**config.mk**
```make
export PLATFORM = sky130hd
export DESIGN_NAME = subpixel_bar_overlay_top
export DESIGN_NICKNAME = d
export VERILOG_FILES = /design/src/design/sbo_pkg.sv /design/src/design/sbo_front.sv /design/src/design/sbo_queue.sv /design/src/design/sbo_back.sv /design/src/design/subpixel_bar_overlay_top.sv
export SDC_FILE = /design/constraint.sdc
export NUM_CORES = 2
export LEC_CHECK = 0
export BUFFER_PORTS_ARGS = -buffer_cell sky130_fd_sc_hd__buf_2
export CORE_UTILIZATION = 40
export CTS_CLUSTER_SIZE = 16
export DETAILED_ROUTE_END_ITERATION = 7
export RECOVER_POWER = 50
export SETUP_SLACK_MARGIN = 0.5
export SLEW_MARGIN = 20
export SYNTH_ARGS = -nofsm -noshare
export SYNTH_HDL_FRONTEND = slang
export SYNTH_SLANG_ARGS = --single-unit
```
**constraint.sdc**
```tcl
create_clock -name clk -period 10.9 [get_ports clk]
set_clock_uncertainty 0.15 [all_clocks]
set_input_delay 2.18 -clock clk [delete_from_list [all_inputs] [get_ports clk]]
set_output_delay 2.18 -clock clk [all_outputs]
set_load 0.05 [all_outputs]
```
**src/design/sbo_pkg.sv**
```systemverilog
package sbo_pkg;

    localparam int MAX_WIDTH = 2048;
    localparam int MIN_WIDTH = 256;
    localparam int MAX_BARS  = 128;

    localparam int COL_W  = $clog2(MAX_WIDTH);
    localparam int WID_W  = COL_W + 1;
    localparam int POS_W  = COL_W + 9;
    localparam int Q_W    = COL_W - 1;
    localparam int DSH_W  = POS_W + Q_W;
    localparam int STEP_W = $clog2(Q_W + 1);
    localparam int COV_W  = 9;

    localparam int CFG_W = 12;
    localparam int IDX_W = 3;

    localparam int QUEUE_DEPTH = 4;
    localparam int QPTR_W      = $clog2(QUEUE_DEPTH);

    localparam logic [11:0] RST_LINE_WIDTH = 12'd720;
    localparam logic [7:0]  RST_BAR_ALPHA  = 8'd255;
    localparam logic [7:0]  RST_BAR_LUMA   = 8'd235;
    localparam logic [7:0]  RST_BAR_CB     = 8'd128;
    localparam logic [7:0]  RST_BAR_CR     = 8'd128;
    localparam logic [7:0]  RST_BARS_DRAWN = 8'd0;

    typedef enum logic [IDX_W-1:0] {
        REG_LINE_WIDTH = 3'd0,
        REG_BAR_ALPHA  = 3'd1,
        REG_BAR_LUMA   = 3'd2,
        REG_BAR_CB     = 3'd3,
        REG_BAR_CR     = 3'd4,
        REG_BARS_DRAWN = 3'd5
    } reg_idx_t;

    typedef struct packed {
        logic [11:0] line_width;
        logic [7:0]  bar_alpha;
        logic [7:0]  bar_luma;
        logic [7:0]  bar_cb;
        logic [7:0]  bar_cr;
        logic [7:0]  bars_drawn;
    } cfg_t;

    typedef struct packed {
        logic [7:0] a;
        logic [7:0] y;
        logic [7:0] cb;
        logic [7:0] cr;
    } pix_t;

    typedef struct packed {
        pix_t             bg;
        logic [COV_W-1:0] cov;
    } item_t;

endpackage

```
**src/design/sbo_front.sv**
```systemverilog
module sbo_front (
    input  logic          clk,
    input  logic          rst_n,
    input  sbo_pkg::cfg_t cfg,
    input  logic          width_wr,
    input  logic          push,
    input  sbo_pkg::pix_t bg,
    input  logic          line_start,
    output logic          full,
    output logic          q_push,
    output sbo_pkg::item_t q_item,
    input  logic          q_full
);

    logic [sbo_pkg::WID_W-1:0]  w;
    logic [sbo_pkg::WID_W:0]    w2;

    logic [sbo_pkg::COL_W-1:0]  col_reg;
    logic [sbo_pkg::Q_W-1:0]    q_reg;
    logic [sbo_pkg::POS_W-1:0]  bstart_reg;
    logic [sbo_pkg::POS_W-1:0]  bnd_reg;

    logic                       start_reg;
    logic                       busy_reg;
    logic [sbo_pkg::STEP_W-1:0] step_reg;
    logic [sbo_pkg::POS_W-1:0]  rem_reg;
    logic [sbo_pkg::DSH_W-1:0]  dsh_reg;
    logic [sbo_pkg::Q_W-1:0]    qacc_reg;

    logic [sbo_pkg::POS_W-1:0]  rem_next;
    logic [sbo_pkg::Q_W-1:0]    qacc_next;
    logic [sbo_pkg::POS_W-1:0]  cur_pos;

    logic                       accept;
    logic [sbo_pkg::COL_W-1:0]  col;
    logic [sbo_pkg::Q_W-1:0]    q;
    logic [sbo_pkg::POS_W-1:0]  bstart;
    logic [sbo_pkg::POS_W-1:0]  bnd;
    logic [sbo_pkg::POS_W-1:0]  bend;
    logic [sbo_pkg::POS_W-1:0]  pix_lo;
    logic [sbo_pkg::POS_W-1:0]  pix_hi;
    logic [sbo_pkg::POS_W-1:0]  lo;
    logic [sbo_pkg::POS_W-1:0]  hi;
    logic [7:0]                 drawn;
    logic                       shown;

    logic [sbo_pkg::COL_W-1:0]  col_next;
    logic [sbo_pkg::POS_W-1:0]  pos_next;
    logic [sbo_pkg::Q_W-1:0]    q_next;
    logic [sbo_pkg::POS_W-1:0]  bstart_next;
    logic [sbo_pkg::POS_W-1:0]  bnd_next;

    always_comb
    begin
        if (cfg.line_width < 12'(sbo_pkg::MIN_WIDTH))
        begin
            w = sbo_pkg::WID_W'(sbo_pkg::MIN_WIDTH);
        end
        else if (32'(cfg.line_width) > sbo_pkg::MAX_WIDTH)
        begin
            w = sbo_pkg::WID_W'(sbo_pkg::MAX_WIDTH);
        end
        else
        begin
            w = sbo_pkg::WID_W'(cfg.line_width);
        end
    end

    assign w2 = {w, 1'b0};

    // The tracker keeps the bar that the stored column's last sub-pixel falls in,
    // and recomputes it by shift-subtract division whenever the width changes.
    assign cur_pos = sbo_pkg::POS_W'({col_reg, 8'hFF});

    always_comb
    begin
        if (sbo_pkg::DSH_W'(rem_reg) >= dsh_reg)
        begin
            rem_next  = rem_reg - dsh_reg[sbo_pkg::POS_W-1:0];
            qacc_next = {qacc_reg[sbo_pkg::Q_W-2:0], 1'b1};
        end
        else
        begin
            rem_next  = rem_reg;
            qacc_next = {qacc_reg[sbo_pkg::Q_W-2:0], 1'b0};
        end
    end

    assign full   = start_reg || busy_reg || q_full;
    assign accept = push && !full;

    always_comb
    begin
        col    = line_start ? '0 : col_reg;
        q      = line_start ? '0 : q_reg;
        bstart = line_start ? '0 : bstart_reg;
        bnd    = line_start ? sbo_pkg::POS_W'(w2) : bnd_reg;

        pix_lo = sbo_pkg::POS_W'({col, 8'h00});
        pix_hi = pix_lo + sbo_pkg::POS_W'(256);
        bend   = bstart + sbo_pkg::POS_W'(w);
        lo     = (bstart > pix_lo) ? bstart : pix_lo;
        hi     = (bend < pix_hi) ? bend : pix_hi;
        drawn  = (cfg.bars_drawn > 8'(sbo_pkg::MAX_BARS)) ? 8'(sbo_pkg::MAX_BARS)
                                                           : cfg.bars_drawn;
        shown  = int'(q) < int'(drawn);

        q_item.bg  = bg;
        q_item.cov = (shown && hi > lo) ? sbo_pkg::COV_W'(hi - lo) : '0;

        if (32'(col) + 1 >= sbo_pkg::MAX_WIDTH)
        begin
            col_next = col;
        end
        else
        begin
            col_next = col + 1'b1;
        end
        pos_next = sbo_pkg::POS_W'({col_next, 8'hFF});
        if (pos_next >= bnd)
        begin
            q_next      = q + 1'b1;
            bstart_next = bnd;
            bnd_next    = bnd + sbo_pkg::POS_W'(w2);
        end
        else
        begin
            q_next      = q;
            bstart_next = bstart;
            bnd_next    = bnd;
        end
    end

    assign q_push = accept;

    always_ff @(posedge clk or negedge rst_n)
    begin
        if (!rst_n)
        begin
            col_reg    <= '0;
            q_reg      <= '0;
            bstart_reg <= '0;
            bnd_reg    <= '0;
            start_reg  <= 1'b1;
            busy_reg   <= 1'b0;
            step_reg   <= '0;
        end
        else
        begin
            if (width_wr)
            begin
                start_reg <= 1'b1;
                busy_reg  <= 1'b0;
            end
            else if (start_reg)
            begin
                start_reg <= 1'b0;
                busy_reg  <= 1'b1;
                step_reg  <= sbo_pkg::STEP_W'(sbo_pkg::Q_W - 1);
            end
            else if (busy_reg)
            begin
                step_reg <= step_reg - 1'b1;
                if (step_reg == '0)
                begin
                    busy_reg   <= 1'b0;
                    q_reg      <= qacc_next;
                    bstart_reg <= cur_pos - rem_next;
                    bnd_reg    <= cur_pos - rem_next + sbo_pkg::POS_W'(w2);
                end
            end
            else if (accept)
            begin
                col_reg    <= col_next;
                q_reg      <= q_next;
                bstart_reg <= bstart_next;
                bnd_reg    <= bnd_next;
            end
        end
    end

    always_ff @(posedge clk)
    begin
        if (start_reg)
        begin
            rem_reg  <= cur_pos;
            dsh_reg  <= sbo_pkg::DSH_W'(w2) << (sbo_pkg::Q_W - 1);
            qacc_reg <= '0;
        end
        else if (busy_reg)
        begin
            rem_reg  <= rem_next;
            dsh_reg  <= dsh_reg >> 1;
            qacc_reg <= qacc_next;
        end
    end

endmodule

```
**src/design/sbo_queue.sv**
```systemverilog
module sbo_queue (
    input  logic           clk,
    input  logic           rst_n,
    input  logic           push,
    input  sbo_pkg::item_t wr_item,
    output logic           full,
    input  logic           pop,
    output sbo_pkg::item_t rd_item,
    output logic           empty
);

    sbo_pkg::item_t              mem_reg [sbo_pkg::QUEUE_DEPTH];
    logic [sbo_pkg::QPTR_W-1:0]  wptr_reg;
    logic [sbo_pkg::QPTR_W-1:0]  rptr_reg;
    logic [sbo_pkg::QPTR_W:0]    count_reg;
    logic                        do_push;
    logic                        do_pop;

    assign full    = count_reg == (sbo_pkg::QPTR_W + 1)'(sbo_pkg::QUEUE_DEPTH);
    assign empty   = count_reg == '0;
    assign do_push = push && !full;
    assign do_pop  = pop && !empty;
    assign rd_item = mem_reg[rptr_reg];

    always_ff @(posedge clk or negedge rst_n)
    begin
        if (!rst_n)
        begin
            wptr_reg  <= '0;
            rptr_reg  <= '0;
            count_reg <= '0;
        end
        else
        begin
            if (do_push)
            begin
                wptr_reg <= wptr_reg + 1'b1;
            end
            if (do_pop)
            begin
                rptr_reg <= rptr_reg + 1'b1;
            end
            if (do_push && !do_pop)
            begin
                count_reg <= count_reg + 1'b1;
            end
            else if (do_pop && !do_push)
            begin
                count_reg <= count_reg - 1'b1;
            end
        end
    end

    always_ff @(posedge clk)
    begin
        if (do_push)
        begin
            mem_reg[wptr_reg] <= wr_item;
        end
    end

endmodule

```
**src/design/sbo_back.sv**
```systemverilog
module sbo_back (
    input  logic           clk,
    input  logic           rst_n,
    input  sbo_pkg::cfg_t  cfg,
    input  sbo_pkg::item_t q_item,
    input  logic           q_empty,
    output logic           q_pop,
    output logic           empty,
    input  logic           pop,
    output logic [7:0]     out_alpha,
    output logic [7:0]     out_luma,
    output logic [7:0]     out_cb,
    output logic [7:0]     out_cr,
    output logic           in_bar
);

    function automatic logic [7:0] blend(input logic [7:0] bgv, input logic [7:0] tgt,
                                         input logic [7:0] a);
        logic signed [9:0]  r;
        logic signed [18:0] t;
        logic signed [18:0] s;
        logic signed [9:0]  m;
        logic signed [9:0]  sum;
        r   = $signed({2'b00, tgt}) - $signed({2'b00, bgv});
        t   = r * $signed({1'b0, a}) + 19'sd128;
        s   = t + (t >>> 8);
        m   = 10'(s >>> 8);
        sum = $signed({2'b00, bgv}) + m;
        return sum[7:0];
    endfunction

    logic             s1_valid_reg;
    sbo_pkg::pix_t    s1_bg_reg;
    logic [7:0]       s1_alpha_reg;
    logic             s1_hit_reg;

    logic             out_valid_reg;
    sbo_pkg::pix_t    out_pix_reg;
    logic             out_hit_reg;

    logic             out_ready;
    logic             s1_ready;
    logic [15:0]      prod;
    logic [7:0]       alpha;
    sbo_pkg::pix_t    mixed;

    assign out_ready = !out_valid_reg || pop;
    assign s1_ready  = !s1_valid_reg || out_ready;
    assign q_pop     = !q_empty && s1_ready;

    assign prod  = q_item.cov[7:0] * cfg.bar_alpha;
    assign alpha = q_item.cov[8] ? cfg.bar_alpha : prod[15:8];

    always_comb
    begin
        if (s1_hit_reg)
        begin
            mixed.a  = blend(s1_bg_reg.a, s1_alpha_reg, s1_alpha_reg);
            mixed.y  = blend(s1_bg_reg.y, cfg.bar_luma, s1_alpha_reg);
            mixed.cb = blend(s1_bg_reg.cb, cfg.bar_cb, s1_alpha_reg);
            mixed.cr = blend(s1_bg_reg.cr, cfg.bar_cr, s1_alpha_reg);
        end
        else
        begin
            mixed = s1_bg_reg;
        end
    end

    always_ff @(posedge clk or negedge rst_n)
    begin
        if (!rst_n)
        begin
            s1_valid_reg  <= 1'b0;
            out_valid_reg <= 1'b0;
        end
        else
        begin
            if (s1_ready)
            begin
                s1_valid_reg <= !q_empty;
            end
            if (out_ready)
            begin
                out_valid_reg <= s1_valid_reg;
            end
        end
    end

    always_ff @(posedge clk)
    begin
        if (q_pop)
        begin
            s1_bg_reg    <= q_item.bg;
            s1_alpha_reg <= alpha;
            s1_hit_reg   <= q_item.cov != '0;
        end
        if (out_ready && s1_valid_reg)
        begin
            out_pix_reg <= mixed;
            out_hit_reg <= s1_hit_reg;
        end
    end

    assign empty     = !out_valid_reg;
    assign out_alpha = out_pix_reg.a;
    assign out_luma  = out_pix_reg.y;
    assign out_cb    = out_pix_reg.cb;
    assign out_cr    = out_pix_reg.cr;
    assign in_bar    = out_hit_reg;

endmodule

```
**src/design/subpixel_bar_overlay_top.sv**
```systemverilog
// Sub-pixel bar overlay: pixels of a scanline enter through push/full and leave, composited with
// up to 128 anti-aliased bars, through empty/pop in the same order, one result per pixel. The
// block sustains one pixel per clock when results are popped and no tracker rebuild runs; a pixel
// passes through the queue, the s1 stage and the output register. After reset and every write
// of line_width, full stays high while the tracker finds the current bar with a shift-subtract
// divider that produces one quotient bit per cycle; no other configuration write stalls the input.
module subpixel_bar_overlay_top (
    input  logic                      clk,
    input  logic                      rst_n,
    input  logic                      cfg_we,
    input  logic [sbo_pkg::IDX_W-1:0] cfg_index,
    input  logic [sbo_pkg::CFG_W-1:0] cfg_data,
    input  logic                      push,
    output logic                      full,
    input  logic [7:0]                bg_alpha,
    input  logic [7:0]                bg_luma,
    input  logic [7:0]                bg_cb,
    input  logic [7:0]                bg_cr,
    input  logic                      line_start,
    output logic                      empty,
    input  logic                      pop,
    output logic [7:0]                out_alpha,
    output logic [7:0]                out_luma,
    output logic [7:0]                out_cb,
    output logic [7:0]                out_cr,
    output logic                      in_bar
);

    sbo_pkg::cfg_t  cfg_reg;
    logic           width_wr;
    sbo_pkg::pix_t  bg;
    sbo_pkg::item_t wr_item;
    sbo_pkg::item_t rd_item;
    logic           q_push;
    logic           q_full;
    logic           q_pop;
    logic           q_empty;

    assign width_wr = cfg_we && (cfg_index == sbo_pkg::REG_LINE_WIDTH);

    always_ff @(posedge clk or negedge rst_n)
    begin
        if (!rst_n)
        begin
            cfg_reg.line_width <= sbo_pkg::RST_LINE_WIDTH;
            cfg_reg.bar_alpha  <= sbo_pkg::RST_BAR_ALPHA;
            cfg_reg.bar_luma   <= sbo_pkg::RST_BAR_LUMA;
            cfg_reg.bar_cb     <= sbo_pkg::RST_BAR_CB;
            cfg_reg.bar_cr     <= sbo_pkg::RST_BAR_CR;
            cfg_reg.bars_drawn <= sbo_pkg::RST_BARS_DRAWN;
        end
        else if (cfg_we)
        begin
            unique case (cfg_index)
                sbo_pkg::REG_LINE_WIDTH: cfg_reg.line_width <= cfg_data;
                sbo_pkg::REG_BAR_ALPHA:  cfg_reg.bar_alpha  <= cfg_data[7:0];
                sbo_pkg::REG_BAR_LUMA:   cfg_reg.bar_luma   <= cfg_data[7:0];
                sbo_pkg::REG_BAR_CB:     cfg_reg.bar_cb     <= cfg_data[7:0];
                sbo_pkg::REG_BAR_CR:     cfg_reg.bar_cr     <= cfg_data[7:0];
                sbo_pkg::REG_BARS_DRAWN: cfg_reg.bars_drawn <= cfg_data[7:0];
                default: ;
            endcase
        end
    end

    assign bg.a  = bg_alpha;
    assign bg.y  = bg_luma;
    assign bg.cb = bg_cb;
    assign bg.cr = bg_cr;

    sbo_front u_front (
        .clk        (clk),
        .rst_n      (rst_n),
        .cfg        (cfg_reg),
        .width_wr   (width_wr),
        .push       (push),
        .bg         (bg),
        .line_start (line_start),
        .full       (full),
        .q_push     (q_push),
        .q_item     (wr_item),
        .q_full     (q_full)
    );

    sbo_queue u_queue (
        .clk     (clk),
        .rst_n   (rst_n),
        .push    (q_push),
        .wr_item (wr_item),
        .full    (q_full),
        .pop     (q_pop),
        .rd_item (rd_item),
        .empty   (q_empty)
    );

    sbo_back u_back (
        .clk       (clk),
        .rst_n     (rst_n),
        .cfg       (cfg_reg),
        .q_item    (rd_item),
        .q_empty   (q_empty),
        .q_pop     (q_pop),
        .empty     (empty),
        .pop       (pop),
        .out_alpha (out_alpha),
        .out_luma  (out_luma),
        .out_cb    (out_cb),
        .out_cr    (out_cr),
        .in_bar    (in_bar)
    );

endmodule

```
==> results.tsv <==
metric	value	unit
startpoint class of the critical path	flip-flop	
clk root buf	clkbuf_16	
total CTS buffers	50	
Reg area	11600	µm²
dominant cell type by area after synthesis	edfxtp_1	
Mapped Nets	5067	
die area	104000	µm²
max reg flops	164	
WL met2	47200	µm
GP Congestion	0.846	
maximum clock insertion buffer count	3	
final slew viol count	443	
CP required	11140	ps
worst min path class	reg2reg	
Routed Antenna Nets	0	
Rows	117	
failing checks	DRC, capacitance limit, slew limit	
placed cell areas	43400	µm²
initial core utilization	0.404	
FMAX	0.101	GHz
number of synthesized flops with an enable pin	261	
Worst EP arrival	10170	ps
fraction of registers with async set/reset	0.307	
Synth Flop Type	edfxtp_1	
Mapped Cells	4287	
count of buffers from port buffering	87	
CTS tree	yes	
hold buffers post-CTS	0	
synth unique cells	90	
DRC errors left	4	
Commonest cells post-synth	inv_1 (622), ha_1 (437), nand2_1 (394), fa_1 (290), edfxtp_1 (261)	
H-tree depth	2	
number of antenna violations at the first check in global routing	17	
Finished Cell Area	46000	µm²
routed len/inst	18.0	µm
Core Box Area	102000	µm²
vias in the first global route	30700	
post-synthesis sequential area ratio	0.282	
clock sinks	417	
total number of vias	30400	
vias per cell	5.23	
Clk pin slew, worst setup/hold paths	70	ps
initial DRC count	1771	
global-route wire length before repair	167000	µm
Initial DRT Pass Iterations	8	
register bit total from synthesis	417	
crit end category	flip-flop	
RSZ-0062 raised after global routing	yes	
max_cap viols	9	
Final min period	9930	ps
critical path's slowest cell	fa_1	
final critical-path share of the clock period	0.911	
All-Layer GR Usage	0.203	
Final setup viols	0	
worst-path fanout max	5	
Mapped Area	41200	µm²
DIE HEIGHT	323	µm
share of post-route cells with drive strength above 1	0.113	
Final HPWL DP	79500	µm
DR top layer	met5	
critical path's largest stage delay	520	ps
synth top area cells	edfxtp_1 (19%), fa_1 (14%), ha_1 (13%), dfrtp_1 (6.5%), inv_1 (5.7%)	
largest net degree at the start of global routing	78	
die width	323	µm
Warnings, synthesis	0	
outcome	complete, but fails checks	
Synth top area share	0.190	
type of the worst setup path	reg2reg	
worst slew pin tran	4700	ps
Layout area overhead	11.5	%
relative slew slack	-2.13	
Setup TNS	0	ps
most common cell in the synthesized netlist	inv_1	
Multi-input gate area	27600	µm²
final-stage net count	5174	
routed wire length	105000	µm
Syn Area/Cell	9.62	µm²
Fin. Hold Viols	0	
fill count	9802	
M1 wire length	48900	µm
WL met3	5700	µm
grt ovf	0	
Clock Latency Late Sink	660	ps
number of placed I/O pins	88	
## placed cells by master, fill, tap and decap left out, types with 149 or more instances in the layout
master / n
xnor2_1: 149
o21ai_0: 169
ha_1: 428
a21oi_1: 154
inv_1: 618
nand2_1: 384
fa_1: 286
edfxtp_1: 261
nor2_1: 211
and2_1: 161
## timing repair
item	4_1_cts	5_1_grt
gates resized for setup	11	148
buffers inserted	4	29
pin swaps	2	42
endpoints found under the setup margin	3	12
## cell type report
cell class / count / share of cell area
Multi-Input combinational cell: 3121 / 0.600
Sequential cell: 417 / 0.253
Inverter: 624 / 0.0509
Tap cell: 1368 / 0.0372
Clock buffer: 55 / 0.0281
Timing Repair Buffer: 180 / 0.0232
Clock inverter: 38 / 0.00795
Antenna cell: 3 / 0.000163
## worst max-delay path: cells and delay by family (launching register included)
kind	cells	cell delay, ps
compound gates	13	2480
xor+xnor	5	990
buf+inv	4	260
simple gates	13	2190
fa+ha+maj	8	3160
flops	1	420
## logic make-up (layout without fill, tap and decap cells)
group                      after synthesis  count (layout)  share of synthesized area
adders and majority gates              728             728                      0.274
and+or+nand+nor                       1244            1244                      0.150
buffers and inverters                  749             897                     0.0683
muxes                                  170             170                     0.0553
other                                    0               3                          0
AOI/OAI and AO/OA                      727             727                      0.115
DFF                                    417             417                      0.282
xor gates and xnor gates               252             252                     0.0557
## metrics by stage
stage	std cells	worst slack (ps)	hold slack (ps)	utilization
5_1_grt	5805	374	312	0.451
2_1_floorplan	4287	757	285	-
3_3_place_gp	5677	277	296	0.425
6_report	5806	975	317	0.451
3_5_place_dp	5677	85.2	304	0.425
4_1_cts	5774	473	302	0.443
## per-layer routing
layer / global-route usage / up-vias
met5: 0 / -
met4: 0.0596 / 18
met3: 0.0358 / 146
met2: 0.321 / 551
met1: 0.283 / 14900
li1: - / 14800
## worst paths after layout
kind	start	endpoint	slack, ps	depth (start not counted)
setup reg to reg	u_back.s1_bg_reg[1]$_DFFE_PP_	u_back.out_cr[7]$_DFFE_PP_	970	43
setup / recovery	u_back.s1_bg_reg[1]$_DFFE_PP_	u_back.out_cr[7]$_DFFE_PP_	970	43
max in group asynchronous	rst_n	cfg_reg[51]$_DFFE_PN0P_	3250	2
hold / removal	u_front.qacc_reg[3]$_SDFFE_PP0P_	u_front.q_reg[4]$_DFFE_PN0P_	320	2
hold reg to reg	u_front.qacc_reg[3]$_SDFFE_PP0P_	u_front.q_reg[4]$_DFFE_PN0P_	320	2
min in group asynchronous	rst_n	u_queue.rptr_reg[1]$_DFFE_PN0P_	3010	1
Power is left out: the tool's default activity adds up to more than one toggle a clock period on the data nets, which glitch-free logic cannot reach.
